==> config.mk <==
export PLATFORM = sky130hd
export DESIGN_NAME = source_line_classifier
export DESIGN_NICKNAME = d
export VERILOG_FILES = /design/src/hw/rtl/slc_pkg.sv /design/src/hw/rtl/source_line_classifier.sv
export SDC_FILE = /design/constraint.sdc
export NUM_CORES = 1
export LEC_CHECK = 0
export ABC_AREA = 1
export BUFFER_PORTS_ARGS = -buffer_cell sky130_fd_sc_hd__buf_4
export CORE_AREA = 3 3 140 243
export CTS_CLUSTER_DIAMETER = 100
export DETAILED_ROUTE_END_ITERATION = 8
export DIE_AREA = 0 0 143 246
export GPL_ROUTABILITY_DRIVEN = 0
export GPL_TIMING_DRIVEN = 0
export SLEW_MARGIN = 20
export SYNTH_ARGS = -nofsm -noshare
export SYNTH_HDL_FRONTEND = slang
export SYNTH_SLANG_ARGS = --single-unit
export TNS_END_PERCENT = 100
==> constraint.sdc <==
create_clock -name clock -period 5 [get_ports clock]
set_input_delay 0.25 -clock clock [delete_from_list [all_inputs] [get_ports clock]]
set_output_delay 0.25 -clock clock [all_outputs]
set_load 0.005 [all_outputs]
==> src/hw/rtl/slc_pkg.sv <==
// shared types, character codes and widths for the source line classifier
`default_nettype none

package slc_pkg;

   localparam int COUNT_WIDTH_DEFAULT = 32;
   localparam int TOTAL_WIDTH         = 32;
   localparam int CHAR_WIDTH          = 8;
   localparam int KIND_WIDTH          = 2;

   localparam logic [CHAR_WIDTH-1:0] CHAR_SLASH     = 8'h2F;
   localparam logic [CHAR_WIDTH-1:0] CHAR_STAR      = 8'h2A;
   localparam logic [CHAR_WIDTH-1:0] CHAR_BACKSLASH = 8'h5C;
   localparam logic [CHAR_WIDTH-1:0] CHAR_QUOTE     = 8'h22;

   typedef enum logic [2:0] {
      SCAN_CODE,
      SCAN_SLASH,
      SCAN_STRING,
      SCAN_ESCAPE,
      SCAN_BLOCK,
      SCAN_BLOCK_STAR,
      SCAN_LINE_COMMENT,
      SCAN_STRING_ESCAPE
   } scan_state_type;

   // tab, newline, vertical tab, form feed, carriage return, space
   function automatic logic is_blank_char(input logic [CHAR_WIDTH-1:0] c);
      return c inside {[8'd9:8'd13], 8'd32};
   endfunction

endpackage

`default_nettype wire

==> src/hw/rtl/source_line_classifier.sv <==
// top level of the source line classifier: character scanner, line flags and line totals
`default_nettype none

// Source line classifier. Each request carries one source byte, or a line end
// when req_line_end is high (the byte is then ignored). The block scans for
// line comments, block comments that span lines, double-quoted strings and
// backslash escapes, and on every line end returns one response with the
// line's class (0 blank, 1 code only, 2 comment only, 3 code and comment)
// plus five running totals that saturate at 2^COUNT_WIDTH - 1 and are shown
// on 32-bit ports. Byte requests return nothing. Timing: one request per
// clock is taken, sustained, as long as the response side keeps up; a request
// is captured in the input register, the scanner and counter update run from
// there in a single pass, and a line end's response is then registered in the
// response slot that drives the ports once the slot is free. While a response
// waits under rsp_stall, byte requests keep flowing and only the next line
// end waits.
// The totals on the response ports are the counter registers themselves.
module source_line_classifier
   import slc_pkg::*;
#(
   parameter int COUNT_WIDTH = COUNT_WIDTH_DEFAULT
) (
   input  wire logic                   clock,
   input  wire logic                   reset,
   input  wire logic                   req_valid,
   output      logic                   req_stall,
   input  wire logic [CHAR_WIDTH-1:0]  req_char_code,
   input  wire logic                   req_line_end,
   output      logic                   rsp_valid,
   input  wire logic                   rsp_stall,
   output      logic [KIND_WIDTH-1:0]  rsp_line_kind,
   output      logic [TOTAL_WIDTH-1:0] rsp_total_lines,
   output      logic [TOTAL_WIDTH-1:0] rsp_code_total,
   output      logic [TOTAL_WIDTH-1:0] rsp_comment_total,
   output      logic [TOTAL_WIDTH-1:0] rsp_mixed_total,
   output      logic [TOTAL_WIDTH-1:0] rsp_blank_total
);

   // saturating increment
   function automatic logic [COUNT_WIDTH-1:0] bump(input logic [COUNT_WIDTH-1:0] v);
      return (&v) ? v : v + 1'b1;
   endfunction

   // input register
   logic                  in_valid_ff;
   logic [CHAR_WIDTH-1:0] in_char_ff;
   logic                  in_line_end_ff;

   // scanner state and per-line flags
   scan_state_type scan_state_ff, scan_state_in;
   logic           has_code_ff, has_code_in;
   logic           has_comment_ff, has_comment_in;

   // running totals
   logic [COUNT_WIDTH-1:0] lines_ff, code_ff, comment_ff, mixed_ff, blank_ff;

   // response register
   logic                  rsp_valid_ff;
   logic [KIND_WIDTH-1:0] kind_ff, kind_in;

   logic out_free;
   logic proceed;
   logic close_line;
   logic line_code;

   // the response slot is free when empty or being taken this cycle
   assign out_free   = !rsp_valid_ff || !rsp_stall;
   // bytes never wait; a line end waits for the response slot
   assign proceed    = in_valid_ff && (!in_line_end_ff || out_free);
   assign close_line = proceed && in_line_end_ff;
   assign req_stall  = in_valid_ff && !proceed;

   always_ff @(posedge clock) begin
      if (reset) begin
         in_valid_ff <= 1'b0;
      end else if (!req_stall) begin
         in_valid_ff <= req_valid;
      end
   end

   always_ff @(posedge clock) begin
      if (req_valid && !req_stall) begin
         in_char_ff     <= req_char_code;
         in_line_end_ff <= req_line_end;
      end
   end

   // scanner next state, one byte or one line end per pass
   always_comb begin
      scan_state_in  = scan_state_ff;
      has_code_in    = has_code_ff;
      has_comment_in = has_comment_ff;
      kind_in        = kind_ff;
      line_code      = has_code_ff;
      if (proceed && in_line_end_ff) begin
         // a slash left hanging at the line end is code
         if (scan_state_ff == SCAN_SLASH) begin
            line_code = 1'b1;
         end
         // only a block comment survives the line end, and a pending star is dropped
         if (scan_state_ff == SCAN_BLOCK || scan_state_ff == SCAN_BLOCK_STAR) begin
            scan_state_in = SCAN_BLOCK;
         end else begin
            scan_state_in = SCAN_CODE;
         end
         kind_in        = {has_comment_ff, line_code};
         has_code_in    = 1'b0;
         has_comment_in = 1'b0;
      end else if (proceed) begin
         case (scan_state_ff)
            SCAN_CODE, SCAN_SLASH: begin
               if (scan_state_ff == SCAN_SLASH && in_char_ff == CHAR_SLASH) begin
                  has_comment_in = 1'b1;
                  scan_state_in  = SCAN_LINE_COMMENT;
               end else if (scan_state_ff == SCAN_SLASH && in_char_ff == CHAR_STAR) begin
                  has_comment_in = 1'b1;
                  scan_state_in  = SCAN_BLOCK;
               end else begin
                  // lone slash counts as code, then the byte is scanned as code
                  if (scan_state_ff == SCAN_SLASH) begin
                     has_code_in = 1'b1;
                  end
                  if (in_char_ff == CHAR_SLASH) begin
                     scan_state_in = SCAN_SLASH;
                  end else if (in_char_ff == CHAR_BACKSLASH) begin
                     has_code_in   = 1'b1;
                     scan_state_in = SCAN_ESCAPE;
                  end else if (in_char_ff == CHAR_QUOTE) begin
                     has_code_in   = 1'b1;
                     scan_state_in = SCAN_STRING;
                  end else begin
                     scan_state_in = SCAN_CODE;
                     if (!is_blank_char(in_char_ff)) begin
                        has_code_in = 1'b1;
                     end
                  end
               end
            end
            SCAN_STRING: begin
               if (in_char_ff == CHAR_QUOTE) begin
                  scan_state_in = SCAN_CODE;
               end else if (in_char_ff == CHAR_BACKSLASH) begin
                  scan_state_in = SCAN_STRING_ESCAPE;
               end
            end
            SCAN_STRING_ESCAPE: begin
               scan_state_in = SCAN_STRING;
            end
            SCAN_ESCAPE: begin
               scan_state_in = SCAN_CODE;
            end
            SCAN_BLOCK, SCAN_BLOCK_STAR: begin
               if (!is_blank_char(in_char_ff)) begin
                  has_comment_in = 1'b1;
               end
               if (scan_state_ff == SCAN_BLOCK_STAR && in_char_ff == CHAR_SLASH) begin
                  scan_state_in = SCAN_CODE;
               end else if (in_char_ff == CHAR_STAR) begin
                  scan_state_in = SCAN_BLOCK_STAR;
               end else begin
                  scan_state_in = SCAN_BLOCK;
               end
            end
            SCAN_LINE_COMMENT: begin
               // rest of the line is ignored
            end
            default: begin
               scan_state_in = SCAN_CODE;
            end
         endcase
      end
   end

   always_ff @(posedge clock) begin
      if (reset) begin
         scan_state_ff  <= SCAN_CODE;
         has_code_ff    <= 1'b0;
         has_comment_ff <= 1'b0;
      end else begin
         scan_state_ff  <= scan_state_in;
         has_code_ff    <= has_code_in;
         has_comment_ff <= has_comment_in;
      end
   end

   // totals move only when a line closes
   always_ff @(posedge clock) begin
      if (reset) begin
         lines_ff   <= '0;
         code_ff    <= '0;
         comment_ff <= '0;
         mixed_ff   <= '0;
         blank_ff   <= '0;
      end else if (close_line) begin
         lines_ff <= bump(lines_ff);
         if (line_code) begin
            code_ff <= bump(code_ff);
         end
         if (has_comment_ff) begin
            comment_ff <= bump(comment_ff);
         end
         if (line_code && has_comment_ff) begin
            mixed_ff <= bump(mixed_ff);
         end
         if (!line_code && !has_comment_ff) begin
            blank_ff <= bump(blank_ff);
         end
      end
   end

   // response slot
   always_ff @(posedge clock) begin
      if (reset) begin
         rsp_valid_ff <= 1'b0;
      end else if (close_line) begin
         rsp_valid_ff <= 1'b1;
      end else if (!rsp_stall) begin
         rsp_valid_ff <= 1'b0;
      end
   end

   always_ff @(posedge clock) begin
      kind_ff <= kind_in;
   end

   assign rsp_valid     = rsp_valid_ff;
   assign rsp_line_kind = kind_ff;

   // totals are shown on 32-bit ports: truncated or zero-extended
   generate
      if (COUNT_WIDTH >= TOTAL_WIDTH) begin : g_trunc
         assign rsp_total_lines   = lines_ff[TOTAL_WIDTH-1:0];
         assign rsp_code_total    = code_ff[TOTAL_WIDTH-1:0];
         assign rsp_comment_total = comment_ff[TOTAL_WIDTH-1:0];
         assign rsp_mixed_total   = mixed_ff[TOTAL_WIDTH-1:0];
         assign rsp_blank_total   = blank_ff[TOTAL_WIDTH-1:0];
      end else begin : g_extend
         assign rsp_total_lines   = {{(TOTAL_WIDTH-COUNT_WIDTH){1'b0}}, lines_ff};
         assign rsp_code_total    = {{(TOTAL_WIDTH-COUNT_WIDTH){1'b0}}, code_ff};
         assign rsp_comment_total = {{(TOTAL_WIDTH-COUNT_WIDTH){1'b0}}, comment_ff};
         assign rsp_mixed_total   = {{(TOTAL_WIDTH-COUNT_WIDTH){1'b0}}, mixed_ff};
         assign rsp_blank_total   = {{(TOTAL_WIDTH-COUNT_WIDTH){1'b0}}, blank_ff};
      end
   endgenerate

   // a closed line leaves the flags clear for the next one
   a_flags_clear: assert property (@(posedge clock) disable iff (reset)
      close_line |=> !has_code_ff && !has_comment_ff)
      else $error("line flags not cleared after line end");

   // after a line end only plain scanning or an open block comment remains
   a_state_after_end: assert property (@(posedge clock) disable iff (reset)
      close_line |=> scan_state_ff == SCAN_CODE || scan_state_ff == SCAN_BLOCK)
      else $error("bad scanner state after line end");

   // the line total steps by one per closed line unless saturated
   a_lines_step: assert property (@(posedge clock) disable iff (reset)
      close_line |=> lines_ff == $past(lines_ff) + 1'b1 || &lines_ff)
      else $error("line total did not advance");

   // the line, blank and code totals shown with a waiting response must not move
   a_totals_hold: assert property (@(posedge clock) disable iff (reset)
      rsp_valid_ff && rsp_stall |=> $stable(lines_ff) && $stable(blank_ff)
                                    && $stable(code_ff))
      else $error("totals changed under a stalled response");

   // a response is raised only by a line end leaving the input register
   a_rsp_source: assert property (@(posedge clock) disable iff (reset)
      !rsp_valid_ff ##1 rsp_valid_ff |-> $past(in_valid_ff && in_line_end_ff))
      else $error("response without a line end");

endmodule

`default_nettype wire

==> results of run 1 <==
final cells by class:
cell class / count / area [um^2]
plain buffers: 48 / 308
clock buffers: 19 / 453
clock inverters: 13 / 141
fillers: 3462 / 18600
inverters: 148 / 559
multi-input cells: 1453 / 6660
flip-flops and latches: 178 / 3670
well taps: 400 / 500
repair buffers: 185 / 1410
worst min-delay path: cells and delay by family:
| family | cells | cell delay (ns) |
|---|---|---|
| compound gates | 1 | 0.13 |
| buf+inv | 2 | 0.12 |
cell usage after synthesis (all sizes together):
master | n | area share
a21oi | 148 | 0.071
and2 | 2 | 0.0011
and3 | 1 | 0.00056
buf | 29 | 0.021
clkbuf | 19 | 0.0064
clkinv | 1 | 0.00045
dfxtp | 167 | 0.30
edfxtp | 11 | 0.030
ha | 5 | 0.0056
inv | 147 | 0.050
nand2 | 739 | 0.25
nand3 | 81 | 0.039
nand3b | 31 | 0.021
nand4 | 31 | 0.017
nor2 | 265 | 0.092
nor3 | 51 | 0.024
nor3b | 1 | 0.00067
o21ai | 20 | 0.0099
o21bai | 2 | 0.0013
xnor2 | 22 | 0.017
xor2 | 54 | 0.042
metrics by stage:
step                power, uW  setup WS (ns)  hold slack [ns]  instances
CTS                      2980           2.41           0.0672       2444
global route             3050           2.22            0.103       2444
floorplan                1540           3.13            0.349       1827
global placement         1590           2.45            0.445       2403
finish                   2940           2.40           0.0873       2444
detailed placement       1590           2.44            0.439       2403
registers in the layout, summed over array words and instances (netlist names):
| signal | count |
|---|---|
| has_comment_ff | 1 |
| rsp_mixed_total | 32 |
| rsp_total_lines | 32 |
| in_valid_ff | 1 |
| rsp_valid | 1 |
| in_line_end_ff | 1 |
| rsp_code_total | 32 |
| rsp_comment_total | 32 |
| in_char_ff | 8 |
| has_code_ff | 1 |
| scan_state_ff | 3 |
| rsp_blank_total | 32 |
| rsp_line_kind | 2 |
routing by layer:
layer,GRT usage,vias up
met5,0,-
met4,0.115,0
met3,0.0299,108
met1,0.211,5520
li1,-,6193
met2,0.407,320
repair_timing:
action                                 4_1_cts  5_1_grt
hold buffers                                 9        0
endpoints found under the hold margin        9        0
setup endpoints to repair                    0        0
power by group:
part	total [uW]	internal, uW	switching, uW
clock	1380	733	643
sequential	1450	1440	9.09
combinational	112	34.8	76.8
total	2940	2210	728
how the worst min path moves through the flow:
stage                     start              to  slack, ns
6_report              req_valid     in_valid_ff       0.09
2_1_floorplan  req_char_code[0]   in_char_ff[0]       0.35
4_1_cts               req_valid     in_valid_ff       0.07
3_3_place_gp       req_line_end  in_line_end_ff       0.45
3_5_place_dp   req_char_code[2]   in_char_ff[2]       0.44
5_1_grt               req_valid     in_valid_ff       0.10
kinds of logic after synthesis:
family                     Yosys count  share of synthesized area
xor gates and xnor gates            76                     0.0595
adders and majority gates            5                    0.00559
buffers and inverters              196                     0.0774
AOI/OAI and AO/OA                  170                     0.0825
and+or+nand+nor                   1202                      0.447
DFF                                178                      0.328
==> metrics.txt, run 1 <==
Die W=between 100 and 150 um; n_diodes=0; r2r worst-path depth=11; Crit Path Class=register to register; CP most frequent cell=nand2_2; status=finished clean; antenna violations before repair=0; sequential-to-total area share from yosys stat=0.328; routed wl met2=20400 um; fin crit period=between 2 and 3 ns; Worst setup EP type=register; share of cells above drive strength 1=0.139; nets=2049; setup slack, reg-to-reg=between 2 and 2.5 ns; vias=around 12k; Setup TNS Final=0 ns; Worst setup SP type=register; CTS tree=done; final-report hold violation count=0; Max Clock Skew=~0.012 ns; syn_nets=around 1.8k; final setup violating endpoints=0; flops & latches, synth=~180; critical register-to-register path startpoint=rsp_code_total[0]; Synth warnings=0; final instance area=between 10000 and 15000 um^2; Final Slew Violations=0; TritonCTS Buffers=17; Worst Hold Class=input pin to register; Worst EP arrival=approximately 2.9 ns; DR top layer=met4; Total GRT Usage=0.211; PwrDens=roughly 210 nW/um^2; port bufs=176; VDD IR max=about 0.24 mV; most common cell after layout, fill and taps aside=nand2_1; Cell Area, Synth=between 10000 and 15000 um^2; DIE HEIGHT=about 250 um; clock sinks=around 180; Post-CTS Setup Inserts=0; RSZ-0062 raised after global routing=no; Post-Route M1 WL=about 14000 um; cells after synthesis=~1.8k; Layout area overhead=22.4%; First-pass DRT Iterations=5; Root Buffer=clkbuf_16; CTS Buffer Depth=2; Levels on crit path=11; Max-slew headroom=0.465; grt total ovfl=0; first-pass GRT wire length=slightly below 60000 um; Core Footprint=32300 um^2; DIE AREA=35200 um^2; largest net degree at the start of global routing=18; PostCTS Resize Cnt=0; Post-Route WL=between 30000 and 40000 um; I/O pins=approximately 180; critical path required time=5.31 ns; R2R Path End=rsp_code_total[21]; Post-Syn Area per Cell=between 6 and 7 um^2; critical path's top delay family=simple AND/OR/NAND/NOR gates; post-layout util=0.424; crit path to=rsp_code_total[21]; CP Cell Sequence=ha_1 -> inv_1 -> nor2_4 -> nand2_2 -> nor2_1 -> nand2_2 -> nand3_4 -> inv_2 -> buf_2 -> nand2_1 -> a21oi_1; Pleak=roughly 0.0052 uW; Critical path buffers and inverters=3; Max Fanout on Critical Path=10; antenna viol nets, final=0; htree depth=4; Fmax achieved=~380 MHz; clock latency on the worst-skew pair=approximately 0.45 ns; hpwl dp=30000 um; number of max-cap violations=0; Final period util=0.520; Cell Rows=87; synth unique cells=36; vias in the first global route=11.7k; Max stage delay on crit path=0.45 ns; Initial Util=0.346; drt drc=0; critical path startpoint=rsp_code_total[0]; Area after DPL=13000 um^2; DRT iter0 DRCs=between 400 and 500; Worst path slowest cell=dfxtp_1; DR WL/cell=15.4 um; vias per inst=4.97; DR WL met3=between 1500 and 2000 um; hold depth=3; Reg clk slew, reported paths=approximately 0.080 ns; commonest non-fill, non-tap cells in the layout=nand2_1 (724), nor2_1 (258), buf_4 (181); Worst-Margin Slew=about 0.8 ns
Note: power is estimated with default switching activity, not from simulation.
==> run 2, diff against run 1 <==
==> constraint.sdc (replaced) <==
create_clock -name clock -period 2.42 [get_ports clock]
set_input_delay 0.121 -clock clock [delete_from_list [all_inputs] [get_ports clock]]
set_output_delay 0.121 -clock clock [all_outputs]
set_load 0.005 [all_outputs]
==> metrics.txt, run 2 (same netlist as run 1, synthesis figures left out) <==
status=finished clean; Sw Pwr=1510 uW (+110%); DIE AREA=35200 um^2 (unchanged); VDD IR max=0.493 mV (+110%); Place WS=-0.136 ns (-2.58 ns); Max-slew headroom=0.458 (-0.00658); Die W=143 um (unchanged); vias in the first global route=11.7k (-0.060%); drt drc=0 (unchanged); Gate power share=0.038 (about the same); Post-CTS Setup Inserts=0 (unchanged); DIE HEIGHT=246 um (unchanged); critical register-to-register path startpoint=rsp_code_total[0]; Worst Hold Class=input pin to register; vias=12.2k (+0.082%); Cells after DPL=2403 (unchanged); Worst path slowest cell=dfxtp_2; n_diodes=0 (unchanged); Layout area overhead=22.7%; Multi-input gate area=6680 um^2 (+0.30%); fin crit period=2.26 ns (-0.342 ns); Initial Util=0.346 (unchanged); Cell Rows=87 (unchanged); htree depth=4 (unchanged); Post-Route WL=37700 um (+0.33%); Final period util=0.933 (+0.413); DRT iter0 DRCs=441 (-3.7%); number of max-cap violations=0 (unchanged); CP Cell Sequence=ha_4 -> inv_1 -> nor2_4 -> nand2_2 -> nor2_2 -> nand2_2 -> nand3_4 -> inv_2 -> buf_2 -> nand2_1 -> a21oi_1; grt total ovfl=0 (unchanged); RSZ-0062 raised after global routing=no; Worst setup EP type=register; nets=2049 (unchanged); Worst-Margin Slew=0.806 ns (+0.00979 ns); critical path's top delay family=simple AND/OR/NAND/NOR gates; Setup TNS Final=0 ns (unchanged); Pleak=0.00525 uW (about the same); internal power=4560 uW (+110%); Worst setup SP type=register; antenna violations before repair=0 (unchanged); CP most frequent cell=nand2_2; Max stage delay on crit path=0.42 ns (-0.03 ns); Root Buffer=clkbuf_16; commonest non-fill, non-tap cells in the layout=nand2_1 (724), nor2_1 (257), buf_4 (181); Max Clock Skew=0.0109 ns (-0.00116 ns); most common cell after layout, fill and taps aside=nand2_1; Max Fanout on Critical Path=10 (unchanged); hpwl dp=30000 um (unchanged); antenna viol nets, final=0 (unchanged); final worst slack=0.162 ns (-2.24 ns); final-report hold violation count=0 (unchanged); Core Footprint=32300 um^2 (unchanged); I/O pins=177 (unchanged); Worst EP arrival=2.57 ns (-0.34 ns); DR WL/cell=15.4 um (+0.33%); share of cells above drive strength 1=0.143 (+0.00391); Clock power frac=0.469 (about the same); register area=3680 um^2 (+0.14%); Sw Share=0.249 (+0.000776); PwrDens=442 nW/um^2 (+110%); Total GRT Usage=0.211 (unchanged); clock latency on the worst-skew pair=0.45 ns (about the same); Fmax achieved=443 MHz (+15%); First-pass DRT Iterations=6 (+1); Reg clk slew, reported paths=0.08 ns (about the same); Crit Path Class=register to register; Final Slew Violations=0 (unchanged); Filler cells=3460 (-0.058%); first-pass GRT wire length=58700 um (about the same); largest net degree at the start of global routing=18 (unchanged); Critical path buffers and inverters=3 (unchanged); final setup violating endpoints=0 (unchanged); sequential share of power=0.493 (about the same); CTS tree=done; worst hold start=rsp_stall; final std cells w/o fill=2444 (unchanged); CTS Buffer Depth=2 (unchanged); TritonCTS Buffers=17 (unchanged); vias per inst=4.97 (about the same); critical path required time=2.73 ns (-2.58 ns); port bufs=176 (unchanged); clock sinks=178 (unchanged); critical path startpoint=rsp_code_total[0]
==> run 2: changes by cell type in the layout (fill, tap and decap cells not counted) <==
cell,delta
ha_2,+2
dfxtp_2,+4
ha_1,-3
nor2_2,+1
nor2_1,-1
clkbuf_4,+1
dfxtp_1,-4
ha_4,+1
dlygate4sd3_1,+1
clkbuf_1,-1
buf_2,-1
==> run 2: area by class of cell <==
class                   count  area share
flip-flops and latches    178       0.268
clock buffers              19      0.0330
well taps                 400      0.0364
inverters                 148      0.0407
multi-input cells        1453       0.486
clock inverters            13      0.0103
plain buffers              47      0.0223
repair buffers            186       0.103
==> run 2: timing repair <==
item                       4_1_cts  5_1_grt
hold buffers                    10        0
hold endpoints to repair        10        0
setup endpoints to repair       24       90
gates resized for setup          2        8
==> run 2: power groups by stage <==
stage / Clock [uW] / Combinational (uW) / Sequential, uW
5_1_grt: 3040 / 257 / 2990
6_report: 2850 / 232 / 2990
3_3_place_gp: 0 / 222 / 3060
4_1_cts: 2930 / 237 / 2990
2_1_floorplan: 0 / 130 / 3060
3_5_place_dp: 0 / 224 / 3060
==> run 2: routing by layer <==
metal / up-vias / global-route usage / part of all wire
li1: 6181 / - / -
met1: 5537 / 0.211 / 0.36
met2: 324 / 0.407 / 0.54
met3: 109 / 0.0299 / 0.042
met4: 0 / 0.115 / 0.050
met5: - / 0 / 0
==> run 2: final timing paths <==
kind	endpoint	slack (ns)	cells past startpoint
worst max-delay path	rsp_code_total[21]	0.16	11
worst min register to register	rsp_blank_total[12]	0.51	2
worst min-delay path	in_valid_ff	0.16	5
worst max register to register	rsp_code_total[21]	0.16	11
==> run 2: tightest hold or removal path, stage by stage <==
cell and delay, ns:
buf_4 0.11, nand2_1 0.11, inv_1 0.08, nand3_1 0.09, a21oi_1 0.06
==> run 2: through the flow <==
step	total power [uW]	util	area (um^2)	hold WS [ns]
after global routing	6300	0.425	13700	0.187
after detailed placement	3290	0.403	13000	0.310
after global placement	3280	0.403	13000	0.316
final	6070	0.425	13700	0.163
after floorplan	3190	-	11200	0.220
after CTS	6160	0.424	13700	0.144
==> run 3, diff against run 2 <==
--- a/config.mk
+++ b/config.mk
@@ -5,12 +5,11 @@
 export SDC_FILE = /design/constraint.sdc
 export NUM_CORES = 1
 export LEC_CHECK = 0
-export ABC_AREA = 1
 export BUFFER_PORTS_ARGS = -buffer_cell sky130_fd_sc_hd__buf_4
-export CORE_AREA = 3 3 140 243
+export CORE_AREA = 3 3 127 220
 export CTS_CLUSTER_DIAMETER = 100
 export DETAILED_ROUTE_END_ITERATION = 8
-export DIE_AREA = 0 0 143 246
+export DIE_AREA = 0 0 130 223
 export GPL_ROUTABILITY_DRIVEN = 0
 export GPL_TIMING_DRIVEN = 0
 export SLEW_MARGIN = 20
==> metrics.txt, run 3 <==
Worst setup EP type=register; Filler cells=2576 (-26%); Worst setup SP type=register; DIE HEIGHT=223 um (-9.3%); first-pass GRT wire length=47200 um (-20%); share of Yosys cell area claimed by the top area cell type=0.367 (+0.0681); Total GRT Usage=0.204 (-0.00661); n_diodes=0 (unchanged); RSZ-0062 raised after global routing=yes; CTS Buffer Depth=2 (unchanged); vias in the first global route=9034 (-23%); Crit Path Class=register to register; drt drc=0 (unchanged); final worst slack=0.0525 ns (-0.110 ns); EDFF count, synth=11 (unchanged); grt total ovfl=0 (unchanged); share of cells above drive strength 1=0.247 (+0.105); syn_nets=1120 (-39%); Core Footprint=26300 um^2 (-19%); number of max-cap violations=0 (unchanged); hpwl dp=22300 um (-26%); clock sinks=178 (unchanged); critical path startpoint=scan_state_ff[1]; Worst path slowest cell=or3b_4; post-layout util=0.461 (+0.0361); Synth warnings=0 (unchanged); Die W=130 um (-9.1%); Post-Syn Area per Cell=8.27 um^2 (+35%); Fmax achieved=422 MHz (-4.6%); status=finished clean; final instance area=12100 um^2 (-12%); Root Buffer=clkbuf_16; fin crit period=2.37 ns (+0.110 ns); final-report hold violation count=0 (unchanged); I/O pins=177 (unchanged); First-pass DRT Iterations=5 (-1); Fin Hold WS=0.0962 ns (-0.0665 ns); Max-slew headroom=0.362 (-0.0958); antenna violations before repair=0 (unchanged); flops & latches, synth=178 (unchanged); register area=3680 um^2 (+0.10%); count leader, synth=dfxtp_1; VDD IR max=0.482 mV (-2.1%); ys async rst share=0 (unchanged); cells after synthesis=1102 (-40%); critical register-to-register path startpoint=scan_state_ff[1]; Top FF cell, synth=dfxtp_1; largest area contributor in the netlist=dfxtp_1; critical path required time=2.76 ns (+0.03 ns); clock latency on the worst-skew pair=0.45 ns (about the same); critical path's top delay family=simple AND/OR/NAND/NOR gates; Worst-Margin Slew=0.956 ns (+0.150 ns); Pleak=0.00418 uW (-20%); Area contributors post-synth=dfxtp_1 (37%), a21oi_1 (7.0%), o31ai_1 (4.6%); Reg clk slew, reported paths=0.07 ns (about the same); r2r worst-path depth=7 (-4); worst hold start=reset; Max Clock Skew=0.00929 ns (-0.00164 ns); Final period util=0.978 (+0.0454); Cell Rows=78 (-10%); Final Slew Violations=0 (unchanged); Max stage delay on crit path=0.43 ns (about the same); CP Cell Sequence=buf_2 -> or3b_4 -> a211oi_4 -> buf_4 -> nand2_2 -> nor4_1 -> mux2_2; nets=1343 (-34%); Levels on crit path=7 (-4); Critical path buffers and inverters=2 (-1); commonest non-fill, non-tap cells in the layout=buf_4 (203), dfxtp_1 (160), a21oi_1 (127); Max Fanout on Critical Path=10 (unchanged); CTS tree=done; antenna viol nets, final=0 (unchanged); DRT iter0 DRCs=577 (+31%); Worst Hold Class=input pin to register; PwrDens=527 nW/um^2 (+19%); Post-Route WL=30200 um (-20%); largest net degree at the start of global routing=17 (-1); sequential-to-total area share from yosys stat=0.403 (+0.0748); port bufs=176 (unchanged); Place WS=-0.333 ns (-0.197 ns); Layout area overhead=32.7%; synth unique cells=65 (+81%); Cell Area, Synth=9120 um^2 (-19%); Area after DPL=10800 um^2 (-17%); Multi-input gate area=5450 um^2 (-18%); DIE AREA=29000 um^2 (-18%); setup slack, reg-to-reg=0.05 ns (-0.11 ns); DR WL/cell=18.2 um (+18%); vias per inst=5.80 (+17%); Initial Util=0.347 (+0.000999); final setup violating endpoints=0 (unchanged); vias=9617 (-21%); most common cell after layout, fill and taps aside=buf_4; htree depth=4 (unchanged); hold depth=4 (-1); commonest cells in the netlist=dfxtp_1 (167), a21oi_1 (127), nand2_1 (73), o21ai_0 (68); Worst EP arrival=2.71 ns (+0.14 ns); TritonCTS Buffers=17 (unchanged)
[run 3: cells by family after synthesis]
family          Yosys count  share of synthesized area
mux                      24                     0.0292
buf+inv                  80                     0.0347
compound gates          292                      0.193
simple gates            510                      0.321
fa+ha+maj                 5                    0.00686
xor+xnor                 13                     0.0125
flops                   178                      0.403
[run 3: per-stage QoR]
stage,cells,TNS (ns),power (uW)
final,1658,0,6370
after global routing,1658,-0.141,6570
after CTS,1646,-0.0389,6450
after detailed placement,1598,-13.08,3240
after global placement,1598,-11.71,3240
after floorplan,1102,0,3150
[run 3: routing by layer]
| layer | share of wire | GRT usage | vias up |
|---|---|---|---|
| met1 | 0.37 | 0.211 | 4630 |
| met4 | 0.029 | 0.0795 | 0 |
| met3 | 0.049 | 0.0501 | 59 |
| met5 | 0 | 0 | - |
| met2 | 0.55 | 0.385 | 262 |
| li1 | - | - | 4666 |
[run 3: layout make-up]
type / instances / share of cell area
multi-input combinational: 844 / 0.450
sequential: 178 / 0.304
timing repair buffer: 209 / 0.132
clock buffer: 22 / 0.0375
tap: 320 / 0.0331
buffer: 47 / 0.0173
clock inverter: 10 / 0.0170
inverter: 28 / 0.00869
[run 3: report_power, final]
| group | switching (uW) | total, uW | leakage, uW | internal, uW |
|---|---|---|---|---|
| registers | 19.2 | 2990 | 0.00146 | 2970 |
| logic | 135 | 203 | 0.00240 | 68.4 |
| clock network | 1210 | 3180 | 0.000323 | 1960 |
[run 3: worst paths after layout]
kind / endpoint
setup reg to reg: rsp_code_total[17]
hold / removal: scan_state_ff[1]
setup / recovery: rsp_code_total[17]
hold reg to reg: rsp_blank_total[13]
[run 3: timing repair]
action / 4_1_cts / 5_1_grt
hold endpoints to repair: 11 / 0
setup buffers: 6 / 16
gates cloned: 0 / 0
pin swaps: 4 / 9
hold buffers: 11 / 0
gates resized for setup: 30 / 48
endpoints found under the setup margin: 85 / 103
[run 3: worst reg2reg max path, cell delays in order, from the launching register on]
cell	delay (ns)
dfxtp_1	0.33
buf_2	0.18
or3b_4	0.43
a211oi_4	0.30
buf_4	0.19
nand2_2	0.12
nor4_1	0.34
mux2_2	0.37
